--- src/hdl/pp4_pkg.sv ---
// Shared types and constants of the 4D-to-3D perspective projection block.
// Used by pp4_divider, perspective_project_4d_to_3d and pp4_checker.
package pp4_pkg;

  // Coordinate word width. The fraction bits cancel in v * num / den, so they
  // never show up in the datapath.
  localparam int COORD_BITS = 32;
  // Differences of two coordinates need one more bit.
  localparam int NUM_W      = COORD_BITS + 1;
  localparam int PROD_W     = 2 * COORD_BITS;
  localparam int CNT_W      = $clog2(COORD_BITS);
  localparam int NUM_COORDS = 3;
  localparam int IDX_W      = $clog2(NUM_COORDS);
  localparam int CFG_IDX_W  = 2;

  typedef enum logic [CFG_IDX_W-1:0] {
    REG_SCREEN_W  = 2'd0,
    REG_CAMERA_W  = 2'd1,
    REG_DEPTH_CUE = 2'd2
  } cfg_reg_e;

  typedef enum logic [1:0] {
    FAULT_OK   = 2'd0,
    FAULT_SAT  = 2'd1,
    FAULT_DIV0 = 2'd2
  } fault_e;

  typedef enum logic [4:0] {
    ST_IDLE  = 5'b00001,
    ST_MUL   = 5'b00010,
    ST_START = 5'b00100,
    ST_WAIT  = 5'b01000,
    ST_OUT   = 5'b10000
  } state_e;

  typedef struct packed {
    logic              start;
    logic [PROD_W-1:0] dividend;
    logic [NUM_W-1:0]  divisor;
  } div_req_t;

  typedef struct packed {
    logic                  done;
    logic                  ovf;
    logic [COORD_BITS-1:0] quot;
  } div_rsp_t;

endpackage

--- src/hdl/perspective_project_4d_to_3d.sv ---
// Projects one 4D vertex into three-space: v * (screen_w - camera_w) / (vw - camera_w).
// Per coordinate the block steps through a multiply state, a divider start state, the
// divider's bit-serial loop (skipped when the quotient overflows 32 bits) and a done step,
// then loads the output register; when vw equals camera_w it goes straight to the output.
// One vertex is in flight at a time; a stalled result holds off the next vertex. Reset is
// asynchronous, active low, and restores the register defaults and zero w extremes.
module perspective_project_4d_to_3d (
  input  logic                                  clk_i,
  input  logic                                  rst_ni,
  input  logic                                  cfg_valid_i,
  output logic                                  cfg_ready_o,
  input  logic [pp4_pkg::CFG_IDX_W-1:0]         cfg_index_i,
  input  logic [pp4_pkg::COORD_BITS-1:0]        cfg_data_i,
  input  logic                                  in_valid_i,
  output logic                                  in_stall_o,
  input  logic signed [pp4_pkg::COORD_BITS-1:0] vx_i,
  input  logic signed [pp4_pkg::COORD_BITS-1:0] vy_i,
  input  logic signed [pp4_pkg::COORD_BITS-1:0] vz_i,
  input  logic signed [pp4_pkg::COORD_BITS-1:0] vw_i,
  input  logic                                  batch_start_i,
  output logic                                  out_valid_o,
  input  logic                                  out_stall_i,
  output logic signed [pp4_pkg::COORD_BITS-1:0] px_o,
  output logic signed [pp4_pkg::COORD_BITS-1:0] py_o,
  output logic signed [pp4_pkg::COORD_BITS-1:0] pz_o,
  output logic signed [pp4_pkg::COORD_BITS-1:0] w_low_o,
  output logic signed [pp4_pkg::COORD_BITS-1:0] w_high_o,
  output logic [1:0]                            fault_o
);

  localparam int CB = pp4_pkg::COORD_BITS;
  localparam int NW = pp4_pkg::NUM_W;

  pp4_pkg::state_e state_q, state_d;

  logic signed [CB-1:0] screen_w_q, camera_w_q;
  logic                 cue_en_q;
  logic signed [CB-1:0] min_w_q, max_w_q;

  logic signed [CB-1:0] v_q [pp4_pkg::NUM_COORDS];
  logic signed [CB-1:0] res_q [pp4_pkg::NUM_COORDS];
  logic [NW-1:0]        num_mag_q, den_mag_q;
  logic                 sign_nd_q;
  logic                 den_zero_q;
  logic                 sat_acc_q;
  logic                 neg_q;
  logic [pp4_pkg::PROD_W-1:0] prod_q;
  logic [pp4_pkg::IDX_W-1:0]  k_q;
  logic signed [CB-1:0] item_wlo_q, item_whi_q;

  logic                 out_valid_q;
  logic signed [CB-1:0] px_q, py_q, pz_q, wlo_q, whi_q;
  logic [1:0]           fault_q;

  logic                 in_acc;
  logic                 out_load;
  logic signed [NW-1:0] num_s, den_s;
  logic signed [CB-1:0] lo_base, hi_base, min_new, max_new;
  logic signed [CB-1:0] v_sel;
  logic [CB-1:0]        v_mag;
  logic [pp4_pkg::PROD_W:0] prod_full;

  pp4_pkg::div_req_t div_req;
  pp4_pkg::div_rsp_t div_rsp;

  logic          neg_eff;
  logic [CB-1:0] lim, mag_r, res_val;
  logic          sat_now;

  assign cfg_ready_o = 1'b1;
  assign in_stall_o  = (state_q != pp4_pkg::ST_IDLE);
  assign in_acc      = in_valid_i && !in_stall_o;
  assign out_load    = (state_q == pp4_pkg::ST_OUT) && (!out_valid_q || !out_stall_i);

  assign num_s = {screen_w_q[CB-1], screen_w_q} - {camera_w_q[CB-1], camera_w_q};
  assign den_s = {vw_i[CB-1], vw_i} - {camera_w_q[CB-1], camera_w_q};

  // Batch start clears the extremes before this vertex is folded in.
  assign lo_base = batch_start_i ? '0 : min_w_q;
  assign hi_base = batch_start_i ? '0 : max_w_q;
  assign min_new = (cue_en_q && (vw_i < lo_base)) ? vw_i : lo_base;
  assign max_new = (cue_en_q && (vw_i > hi_base)) ? vw_i : hi_base;

  assign v_sel     = v_q[k_q];
  assign v_mag     = v_sel[CB-1] ? CB'(-v_sel) : v_sel;
  assign prod_full = v_mag * num_mag_q;

  assign div_req.start    = (state_q == pp4_pkg::ST_START);
  assign div_req.dividend = prod_q;
  assign div_req.divisor  = den_mag_q;

  pp4_divider u_divider (
    .clk_i  (clk_i),
    .rst_ni (rst_ni),
    .req_i  (div_req),
    .rsp_o  (div_rsp)
  );

  // A zero quotient is never negative; an overflowing one is never zero.
  assign neg_eff = neg_q && (div_rsp.ovf || (div_rsp.quot != '0));
  assign lim     = neg_eff ? {1'b1, {(CB-1){1'b0}}} : {1'b0, {(CB-1){1'b1}}};
  assign sat_now = div_rsp.ovf || (div_rsp.quot > lim);
  assign mag_r   = sat_now ? lim : div_rsp.quot;
  assign res_val = neg_eff ? CB'(-mag_r) : mag_r;

  always_comb begin
    state_d = state_q;
    case (state_q)
      pp4_pkg::ST_IDLE: begin
        if (in_valid_i) begin
          if (den_s == '0) begin
            state_d = pp4_pkg::ST_OUT;
          end else begin
            state_d = pp4_pkg::ST_MUL;
          end
        end
      end
      pp4_pkg::ST_MUL:   state_d = pp4_pkg::ST_START;
      pp4_pkg::ST_START: state_d = pp4_pkg::ST_WAIT;
      pp4_pkg::ST_WAIT: begin
        if (div_rsp.done) begin
          if (k_q == pp4_pkg::IDX_W'(pp4_pkg::NUM_COORDS - 1)) begin
            state_d = pp4_pkg::ST_OUT;
          end else begin
            state_d = pp4_pkg::ST_MUL;
          end
        end
      end
      pp4_pkg::ST_OUT: begin
        if (out_load) begin
          state_d = pp4_pkg::ST_IDLE;
        end
      end
      default: state_d = pp4_pkg::ST_IDLE;
    endcase
  end

  always_ff @(posedge clk_i or negedge rst_ni) begin
    if (!rst_ni) begin
      state_q     <= pp4_pkg::ST_IDLE;
      screen_w_q  <= '0;
      camera_w_q  <= -CB'(196608);
      cue_en_q    <= 1'b0;
      min_w_q     <= '0;
      max_w_q     <= '0;
      out_valid_q <= 1'b0;
      k_q         <= '0;
      sat_acc_q   <= 1'b0;
    end else begin
      state_q <= state_d;
      if (cfg_valid_i && cfg_ready_o) begin
        case (cfg_index_i)
          pp4_pkg::REG_SCREEN_W:  screen_w_q <= cfg_data_i;
          pp4_pkg::REG_CAMERA_W:  camera_w_q <= cfg_data_i;
          pp4_pkg::REG_DEPTH_CUE: cue_en_q   <= cfg_data_i[0];
          default: ;
        endcase
      end
      if (in_acc) begin
        min_w_q   <= min_new;
        max_w_q   <= max_new;
        k_q       <= '0;
        sat_acc_q <= 1'b0;
      end
      if ((state_q == pp4_pkg::ST_WAIT) && div_rsp.done) begin
        sat_acc_q <= sat_acc_q | sat_now;
        k_q       <= k_q + 1'b1;
      end
      if (out_load) begin
        out_valid_q <= 1'b1;
      end else if (!out_stall_i) begin
        out_valid_q <= 1'b0;
      end
    end
  end

  always_ff @(posedge clk_i) begin
    if (in_acc) begin
      v_q[0]     <= vx_i;
      v_q[1]     <= vy_i;
      v_q[2]     <= vz_i;
      res_q[0]   <= '0;
      res_q[1]   <= '0;
      res_q[2]   <= '0;
      num_mag_q  <= num_s[NW-1] ? NW'(-num_s) : num_s;
      den_mag_q  <= den_s[NW-1] ? NW'(-den_s) : den_s;
      sign_nd_q  <= num_s[NW-1] ^ den_s[NW-1];
      den_zero_q <= (den_s == '0);
      item_wlo_q <= cue_en_q ? min_new : '0;
      item_whi_q <= cue_en_q ? max_new : '0;
    end
    if (state_q == pp4_pkg::ST_MUL) begin
      prod_q <= prod_full[pp4_pkg::PROD_W-1:0];
      neg_q  <= v_sel[CB-1] ^ sign_nd_q;
    end
    if ((state_q == pp4_pkg::ST_WAIT) && div_rsp.done) begin
      res_q[k_q] <= res_val;
    end
    if (out_load) begin
      px_q  <= res_q[0];
      py_q  <= res_q[1];
      pz_q  <= res_q[2];
      wlo_q <= item_wlo_q;
      whi_q <= item_whi_q;
      if (den_zero_q) begin
        fault_q <= pp4_pkg::FAULT_DIV0;
      end else if (sat_acc_q) begin
        fault_q <= pp4_pkg::FAULT_SAT;
      end else begin
        fault_q <= pp4_pkg::FAULT_OK;
      end
    end
  end

  assign out_valid_o = out_valid_q;
  assign px_o        = px_q;
  assign py_o        = py_q;
  assign pz_o        = pz_q;
  assign w_low_o     = wlo_q;
  assign w_high_o    = whi_q;
  assign fault_o     = fault_q;

endmodule

--- src/hdl/pp4_divider.sv ---
// Iterative restoring divider: one quotient bit per cycle, unsigned.
// Flags overflow when the quotient does not fit in COORD_BITS. Uses pp4_pkg.
module pp4_divider (
  input  logic              clk_i,
  input  logic              rst_ni,
  input  pp4_pkg::div_req_t req_i,
  output pp4_pkg::div_rsp_t rsp_o
);

  logic                           busy_q;
  logic                           done_q;
  logic                           ovf_q;
  logic [pp4_pkg::CNT_W-1:0]      cnt_q;
  logic [pp4_pkg::NUM_W-1:0]      rem_q;
  logic [pp4_pkg::NUM_W-1:0]      dvs_q;
  logic [pp4_pkg::COORD_BITS-1:0] low_q;
  logic [pp4_pkg::COORD_BITS-1:0] quot_q;

  logic [pp4_pkg::COORD_BITS-1:0] div_hi;
  logic [pp4_pkg::NUM_W:0]        trial;
  logic [pp4_pkg::NUM_W:0]        diff;
  logic                           fits;
  logic [pp4_pkg::NUM_W-1:0]      rem_d;

  assign div_hi = req_i.dividend[pp4_pkg::PROD_W-1:pp4_pkg::COORD_BITS];
  assign trial  = {rem_q, low_q[pp4_pkg::COORD_BITS-1]};
  assign diff   = trial - {1'b0, dvs_q};
  assign fits   = ~diff[pp4_pkg::NUM_W];
  // The remainder stays below the divisor, so it always fits NUM_W bits.
  assign rem_d  = fits ? diff[pp4_pkg::NUM_W-1:0] : trial[pp4_pkg::NUM_W-1:0];

  always_ff @(posedge clk_i or negedge rst_ni) begin
    if (!rst_ni) begin
      busy_q <= 1'b0;
      done_q <= 1'b0;
      ovf_q  <= 1'b0;
      cnt_q  <= '0;
    end else begin
      done_q <= 1'b0;
      if (req_i.start && !busy_q) begin
        // The quotient fits COORD_BITS exactly when the upper half of the
        // dividend is below the divisor.
        if ({1'b0, div_hi} >= req_i.divisor) begin
          ovf_q  <= 1'b1;
          done_q <= 1'b1;
        end else begin
          ovf_q  <= 1'b0;
          busy_q <= 1'b1;
          cnt_q  <= '0;
        end
      end else if (busy_q) begin
        cnt_q <= cnt_q + 1'b1;
        if (cnt_q == pp4_pkg::CNT_W'(pp4_pkg::COORD_BITS - 1)) begin
          busy_q <= 1'b0;
          done_q <= 1'b1;
        end
      end
    end
  end

  always_ff @(posedge clk_i) begin
    if (req_i.start && !busy_q) begin
      rem_q <= {1'b0, div_hi};
      low_q <= req_i.dividend[pp4_pkg::COORD_BITS-1:0];
      dvs_q <= req_i.divisor;
    end else if (busy_q) begin
      rem_q  <= rem_d;
      low_q  <= {low_q[pp4_pkg::COORD_BITS-2:0], 1'b0};
      quot_q <= {quot_q[pp4_pkg::COORD_BITS-2:0], fits};
    end
  end

  assign rsp_o.done = done_q;
  assign rsp_o.ovf  = ovf_q;
  assign rsp_o.quot = quot_q;

endmodule

--- config.mk ---
export PLATFORM = sky130hd
export DESIGN_NAME = perspective_project_4d_to_3d
export DESIGN_NICKNAME = d
export VERILOG_FILES = /design/src/hdl/pp4_pkg.sv /design/src/hdl/perspective_project_4d_to_3d.sv /design/src/hdl/pp4_divider.sv
export SDC_FILE = /design/constraint.sdc
export NUM_CORES = 2
export LEC_CHECK = 0
export ABC_AREA = 0
export BUFFER_PORTS_ARGS = -buffer_cell sky130_fd_sc_hd__buf_4
export CAP_MARGIN = 10
export CORE_ASPECT_RATIO = 2
export CORE_MARGIN = 2
export CORE_UTILIZATION = 58
export CTS_CLUSTER_DIAMETER = 80
export DETAILED_ROUTE_END_ITERATION = 16
export PLACE_DENSITY_LB_ADDON = 0.05
export SETUP_SLACK_MARGIN = 0.1
export SLEW_MARGIN = 40
export SYNTH_ARGS = -nofsm -noshare
export SYNTH_HDL_FRONTEND = slang
export SYNTH_SLANG_ARGS = --single-unit
export TNS_END_PERCENT = 5
--- constraint.sdc ---
create_clock -name clk_i -period 9.3 [get_ports clk_i]
set_input_delay 0.465 -clock clk_i [delete_from_list [all_inputs] [get_ports clk_i]]
set_output_delay 0.465 -clock clk_i [all_outputs]
set_load 0.01 [all_outputs]
# Yosys cells after proc, flatten, opt, wreduce, memory -nomap -nowiden
# Memory sizes are Yosys's and may differ from the RTL's. A register that Yosys moved wholly into a read port is not among the register bits.
# Cells that the tools add are included.
totals:
  out_inout_bits: 165
  ram_bits: 192
  mem_count: 2
  ff_bits: 539
  wordCells: 139
  input_bits: 168
mem_list:
  columns: ["memory", "words", "word_bits", "read_ports", "rd_clocked_by_memory_dff", "wr", "line_no", "source"]
  rows:
  - ["res_q", 3, 32, 3, 3, 3, "perspective_project_4d_to_3d.sv:41", "logic signed [CB-1:0] res_q [pp4_pkg::NUM_COORDS];"]
  - ["v_q", 3, 32, 1, 0, 3, "perspective_project_4d_to_3d.sv:40", "logic signed [CB-1:0] v_q [pp4_pkg::NUM_COORDS];"]
op_classes:
  n_addsub: 9
  bitwise: 5
  mux: 46
  multipliers: 1
  reduce_logical: 26
  n_lt_le_gt_ge: 4
  n_eq_ne: 15
op_table:
  columns: ["op", "n"]
  rows:
  - ["$mux 32", 15]
  - ["$neg 33->33", 2]
  - ["$sub 32x32->33", 2]
  - ["$gt 32x32->1", 2]
  - ["$mul 32x33->64", 1]
  - ["$neg 32->32", 2]
  - ["$mux 5", 8]
  - ["$sub 34x33->34", 1]
  - ["$ge 32x33->1", 1]
  - ["$logic_not 33->1", 1]
  - ["$mux 33", 1]
  - ["$lt 32x32->1", 1]
  - ["$reduce_bool 32->1", 1]
  - ["$reduce_or 32->1", 1]
  - ["$pmux 5 s5", 1]
  - ["$mux 1", 18]
  - ["$eq 5x5->1 const B", 2]
  - ["$reduce_and 2->1", 5]
  - ["$logic_and 1x1->1", 7]
  - ["$mux 2", 3]
  - ["$ne 2x2->1 const B", 3]
  - ["$add 5x1->5 const B", 1]
  - ["$eq 5x1->1 const B", 1]
  - ["$eq 5x2->1 const B", 1]
  - ["15 further kinds", 25]

# Depth between registers and ports, before layout
depth:
  depth_word: 10
  ltp_mapped: 41
  depth_no_buf: 37

# Hierarchy
# Synthesis repeated with hierarchy kept, for this count alone.
unflattened:
  cells_unflattened: 7352
  hier_area_um2: 76185.6
by_module_without_submodules:
  columns: ["mod", "instances", "cells_per_inst", "area_each_um2", "seq_area_each_um2"]
  rows:
  - ["perspective_project_4d_to_3d", 1, 6569, 68082.8, 20019.2]
  - ["pp4_divider", 1, 783, 8102.8, 4093.9]

# Worst setup path before layout
# OpenSTA, ideal clock, no wires.
synth_timing:
  kind: "flip-flop to flip-flop"
  startpoint: "register k_q[0] (netlist bit)"
  endpoint: "register prod_q[57] (netlist bit), data pin"
  path_buffers: 5
  arrival_time_ps: 9641
  synth_period_minus_slack_ps: 9901
  slack_ps: -601
  required_ps: 9040
  path_stages_with_launch: 39
  setup_ps: 260
  path_cell_list: "dfrtp_1 > clkbuf_1 > buf_2 > buf_2 > mux2i_1 > nor2_1 > a21oi_1 > nand3_1 > or2_2 > nor2_1 > nand2_1 > nor2_1 > a21oi_1 > xnor2_1 > clkbuf_1 > nand2_1 > fa_1 > inv_1 > (+3 left out) > fa_1 > fa_1 > fa_1 > inv_1 > fa_1 > inv_1 > ha_1 > clkbuf_1 > a21o_1 > a21o_1 > a21oi_1 > o31ai_1 > a2111oi_0 > o21ba_2 > o21ai_1 > a41o_1 > a21oi_1 > xnor2_1"
synth_via:
  elab_chain_len: 4
synth_rtl:
  columns: ["element", "line_no", "source"]
  rows:
  - ["from (decl)", "perspective_project_4d_to_3d.sv:48", "logic [pp4_pkg::IDX_W-1:0] k_q;"]
  - ["from (signal assigned)", "perspective_project_4d_to_3d.sv:167", "k_q <= k_q + 1'b1;"]
  - ["$mem_v2 3x32 (*)", null, null]
  - ["$neg 32->32", "perspective_project_4d_to_3d.sv:85", "assign v_mag = v_sel[CB-1] ? CB'(-v_sel) : v_sel;"]
  - ["$mux 32 (*)", "perspective_project_4d_to_3d.sv:85", null]
  - ["$mul 32x33->64 (*)", "perspective_project_4d_to_3d.sv:86", "assign prod_full = v_mag * num_mag_q;"]
  - ["via prod_full (one bit)", "perspective_project_4d_to_3d.sv:61", "logic [pp4_pkg::PROD_W:0] prod_full;"]
  - ["to (signal assigned)", "perspective_project_4d_to_3d.sv:193", "prod_q <= prod_full[pp4_pkg::PROD_W-1:0];"]
  - ["to (decl)", "perspective_project_4d_to_3d.sv:47", "logic [pp4_pkg::PROD_W-1:0] prod_q;"]
# Mark *: on every way through the listed nets, which the timed path passes. The rest lies on a longest branch.
# A chain may end at the register's enable or synchronous reset.

# Worst setup path in the final report
layout_timing:
  startpoint: "register k_q[0] (netlist bit)"
  endpoint: "register prod_q[62] (netlist bit), data pin"
# Same word-level chain as after synthesis.

==> reports/metrics.cfg <==
[status]
status = finished with violations
violations = setup timing

[synth]
synth_cell_type_count = 93
yosysTopAreaCell = edfxtp_1
ys_seq_area_share_pct = 32.1
yosys_warnings = 0
synth_area_leaders = edfxtp_1 (27%), fa_1 (25%), ha_1 (8.2%)
synth_top_area_share_pct = 27.2
syn_area_per_cell_sq_um = 10.2
netlist_area_sq_mm = 0.0751
synth_nets = 8988
synth-seq-cells = 827
synth-edff-count = 680
async_flop_share_pct = 17.7
ys_dominant_reg_cell = edfxtp_1
synthCells = 7400

[critical_path]
cpMostUsedCell = fa_1
start_kind = flop
crit_slowest_cell = fa_2
path_class = reg2reg
critPathMaxFanout = 22
setup.worst_path.end_class = flop
crit_arrival_ps = 10150
worstPathRequired_ps = 9760
cpPeakStageDelay_ps = 700

[final_layout]
fin_area_sq_mm = 0.0875
layout.nets = 9658
layout-drive-gt1-share_pct = 15.7
syn2layout_area_growth_pct = 16.4

[flow_run]
cap_violations = 0

[sta]
fin_skew_ps = 51.4
rsz0062_at_grt = true
fmax_mhz = 103
hold_violations = 0
slew_violations = 0
setup-violations-final = 15
tightest_slew_ps = 956
layout_min_cycle_time_ps = 9690
fin_crit_sh_pct = 104
fin_ws_ps = -390
slew_headroom_pct = 35.9

[die]
die_height_microns = 513
core_sq_mm = 0.128
ioPinCount = 333
die_area_sq_mm = 0.133
start_util_pct = 58.5
die_x_microns = 258
std_cell_rows = 186

[global_routing]
grt_max_degree = 155
grt_pass1_wl_mm = 361
grt_pass1_vias = 61480
grt-ovfl-total = 0
grtUsageTotal_pct = 37.1
grt_antenna_before_repair = 10
gr-usage-met2_pct = 66.5
grt_use_met1_pct = 35.6
top_usage_layer = met2
use_met3_pct = 6.17

[place]
io_buffers = 331
place_congestion = 0.986
dp_hpwl_mm = 192
dpl_cell_area_sq_mm = 0.0829

[clocking]
cts_buffers = 76
cts.sinks = 827
clock_path_buffers = 3
insertion_delay_ps = 710
path_clk_slew_ps = 70
cts-htree-levels = 3
cts_root_buf = clkbuf_16
cts_tree = built

[drt]
routed_wl_mm = 242
final_antenna_net_count = 0
avgRoutedWirePerCell_microns = 24.6
drt_iter0_markers = 3566
drt-vias-per-instance = 5.80
vias = 56962
first_pass_iters = 5
route.detailed.drc = 0

[hold_path]
min_path_type = in2reg

[cell usage in the layout, fill, tap and decap left out, types with 65 or more instances in the layout]
| cell | n |
|---|---|
| nand2_1 | 1172 |
| inv_1 | 1103 |
| fa_1 | 897 |
| buf_4 | 766 |
| edfxtp_1 | 680 |
| ha_1 | 476 |
| and2_1 | 384 |
| a21oi_1 | 267 |
| nor2_1 | 226 |
| o21ai_0 | 208 |
| xnor2_1 | 134 |
| dfrtp_1 | 128 |
| a21o_1 | 123 |
| dlygate4sd3_1 | 117 |
| nand2b_1 | 92 |
| clkbuf_16 | 79 |
| nor2b_1 | 77 |
| xor2_1 | 76 |
| mux2_2 | 72 |
| nor3_1 | 68 |
| mux2i_1 | 65 |
[critical path, delay by kind of cell, from the launching register on]
family | cells | cell delay, ps
muxes | 2 | 520
DFF | 1 | 390
adders and majority gates | 9 | 4680
AOI/OAI and AO/OA | 7 | 1410
and+or+nand+nor | 6 | 970
buffers and inverters | 10 | 1170
xor gates and xnor gates | 2 | 260
[final cells by class]
cell class,count,area (sq um)
multi-input cells,5101,46400
fillers,10134,41000
flip-flops and latches,827,24100
repair buffers,954,8080
inverters,1110,4180
well taps,1692,2120
clock buffers,97,2080
clock inverters,42,520
diodes,4,10.0
[worst paths after layout]
path,from,endpoint,slack [ps],depth (start not counted)
max reg2reg,k_q[0],prod_q[62],-390,36
min in group asynchronous,rst_ni,screen_w_q[17],360,2
min reg2reg,item_whi_q[23],w_high_o[23],420,0
max,k_q[0],prod_q[62],-390,36
max in group asynchronous,rst_ni,min_w_q[10],7650,3
min,cfg_data_i[2],screen_w_q[2],30,2
[registers in the layout (all words and copies together) (netlist names), 5 cells and up]
register and count:
px_o 32, camera_w_q 32, pz_o 32, u_divider.low_q 32, u_divider.quot_q 32, w_high_o 32
num_mag_q 33, den_mag_q 33, u_divider.cnt_q 5, v_q 96, res_q 96, screen_w_q 32
state_q 5, w_low_o 32, item_wlo_q 32, u_divider.dvs_q 33, min_w_q 32, prod_q 64
py_o 32, max_w_q 32, item_whi_q 32, u_divider.rem_q 33
[cell families (layout without fill, tap and decap cells)]
| group | Yosys count | count (layout) | synth area share (%) |
|---|---|---|---|
| AOI/OAI and AO/OA | 969 | 969 | 8.05 |
| xor gates and xnor gates | 239 | 239 | 2.79 |
| buffers and inverters | 1472 | 2203 | 7.41 |
| muxes | 141 | 141 | 2.00 |
| other | 1 | 5 | 0.00499 |
| and+or+nand+nor | 2331 | 2331 | 14.7 |
| DFF | 827 | 827 | 32.1 |
| adders and majority gates | 1420 | 1420 | 32.9 |
[stage by stage]
stage | utilization [%] | setup slack, ps | hold slack [ps] | setup TNS, ps | instances
after floorplan | - | 113 | 169 | 0 | 7400
after global placement | 64.3 | -497 | 401 | -5390 | 9535
after detailed placement | 64.5 | -694 | 405 | -8070 | 9555
after CTS | 67.9 | -303 | 0.263 | -2510 | 9820
after global routing | 68.1 | -693 | 25.7 | -9580 | 9827
final | 68.1 | -390 | 27.2 | -3240 | 9827
[routing by layer]
layer,vias up,routed length (microns)
met4,8,28300
met2,2200,126000
li1,25285,-
met3,1035,13900
met5,-,50
met1,28434,73200
[cells in the mapped netlist, types with 15 or more instances]
cell type	number
nand2_1	1178
a21o_1	123
o21ai_1	35
edfxtp_1	680
o211ai_1	17
xor2_1	85
or4_1	15
nand3_1	50
o21bai_1	30
or3_1	26
a211oi_1	31
o21a_1	26
and3_1	28
nand2b_1	92
xnor2_1	154
nor2b_1	77
mux2i_1	69
dfstp_2	16
inv_1	1107
clkbuf_1	330
and2_1	386
or2_2	45
mux2_2	72
buf_2	23
a31oi_1	22
o21ai_0	221
nor3_1	74
o31ai_1	54
ha_1	492
nand4_1	61
a21oi_1	290
fa_1	928
dfrtp_1	130
nor2_1	232
[repair_timing]
action | in CTS | in global routing
hold buffers | 117 | 0
endpoints found under the hold margin | 198 | 0
pin swaps | 18 | 20
gates cloned | 0 | 0
setup endpoints to repair | 29 | 33
resized for setup | 87 | 59
setup buffers | 9 | 2
Power is not shown: default switching activity piles up to over one toggle a cycle in this logic, so the estimate is an artifact.
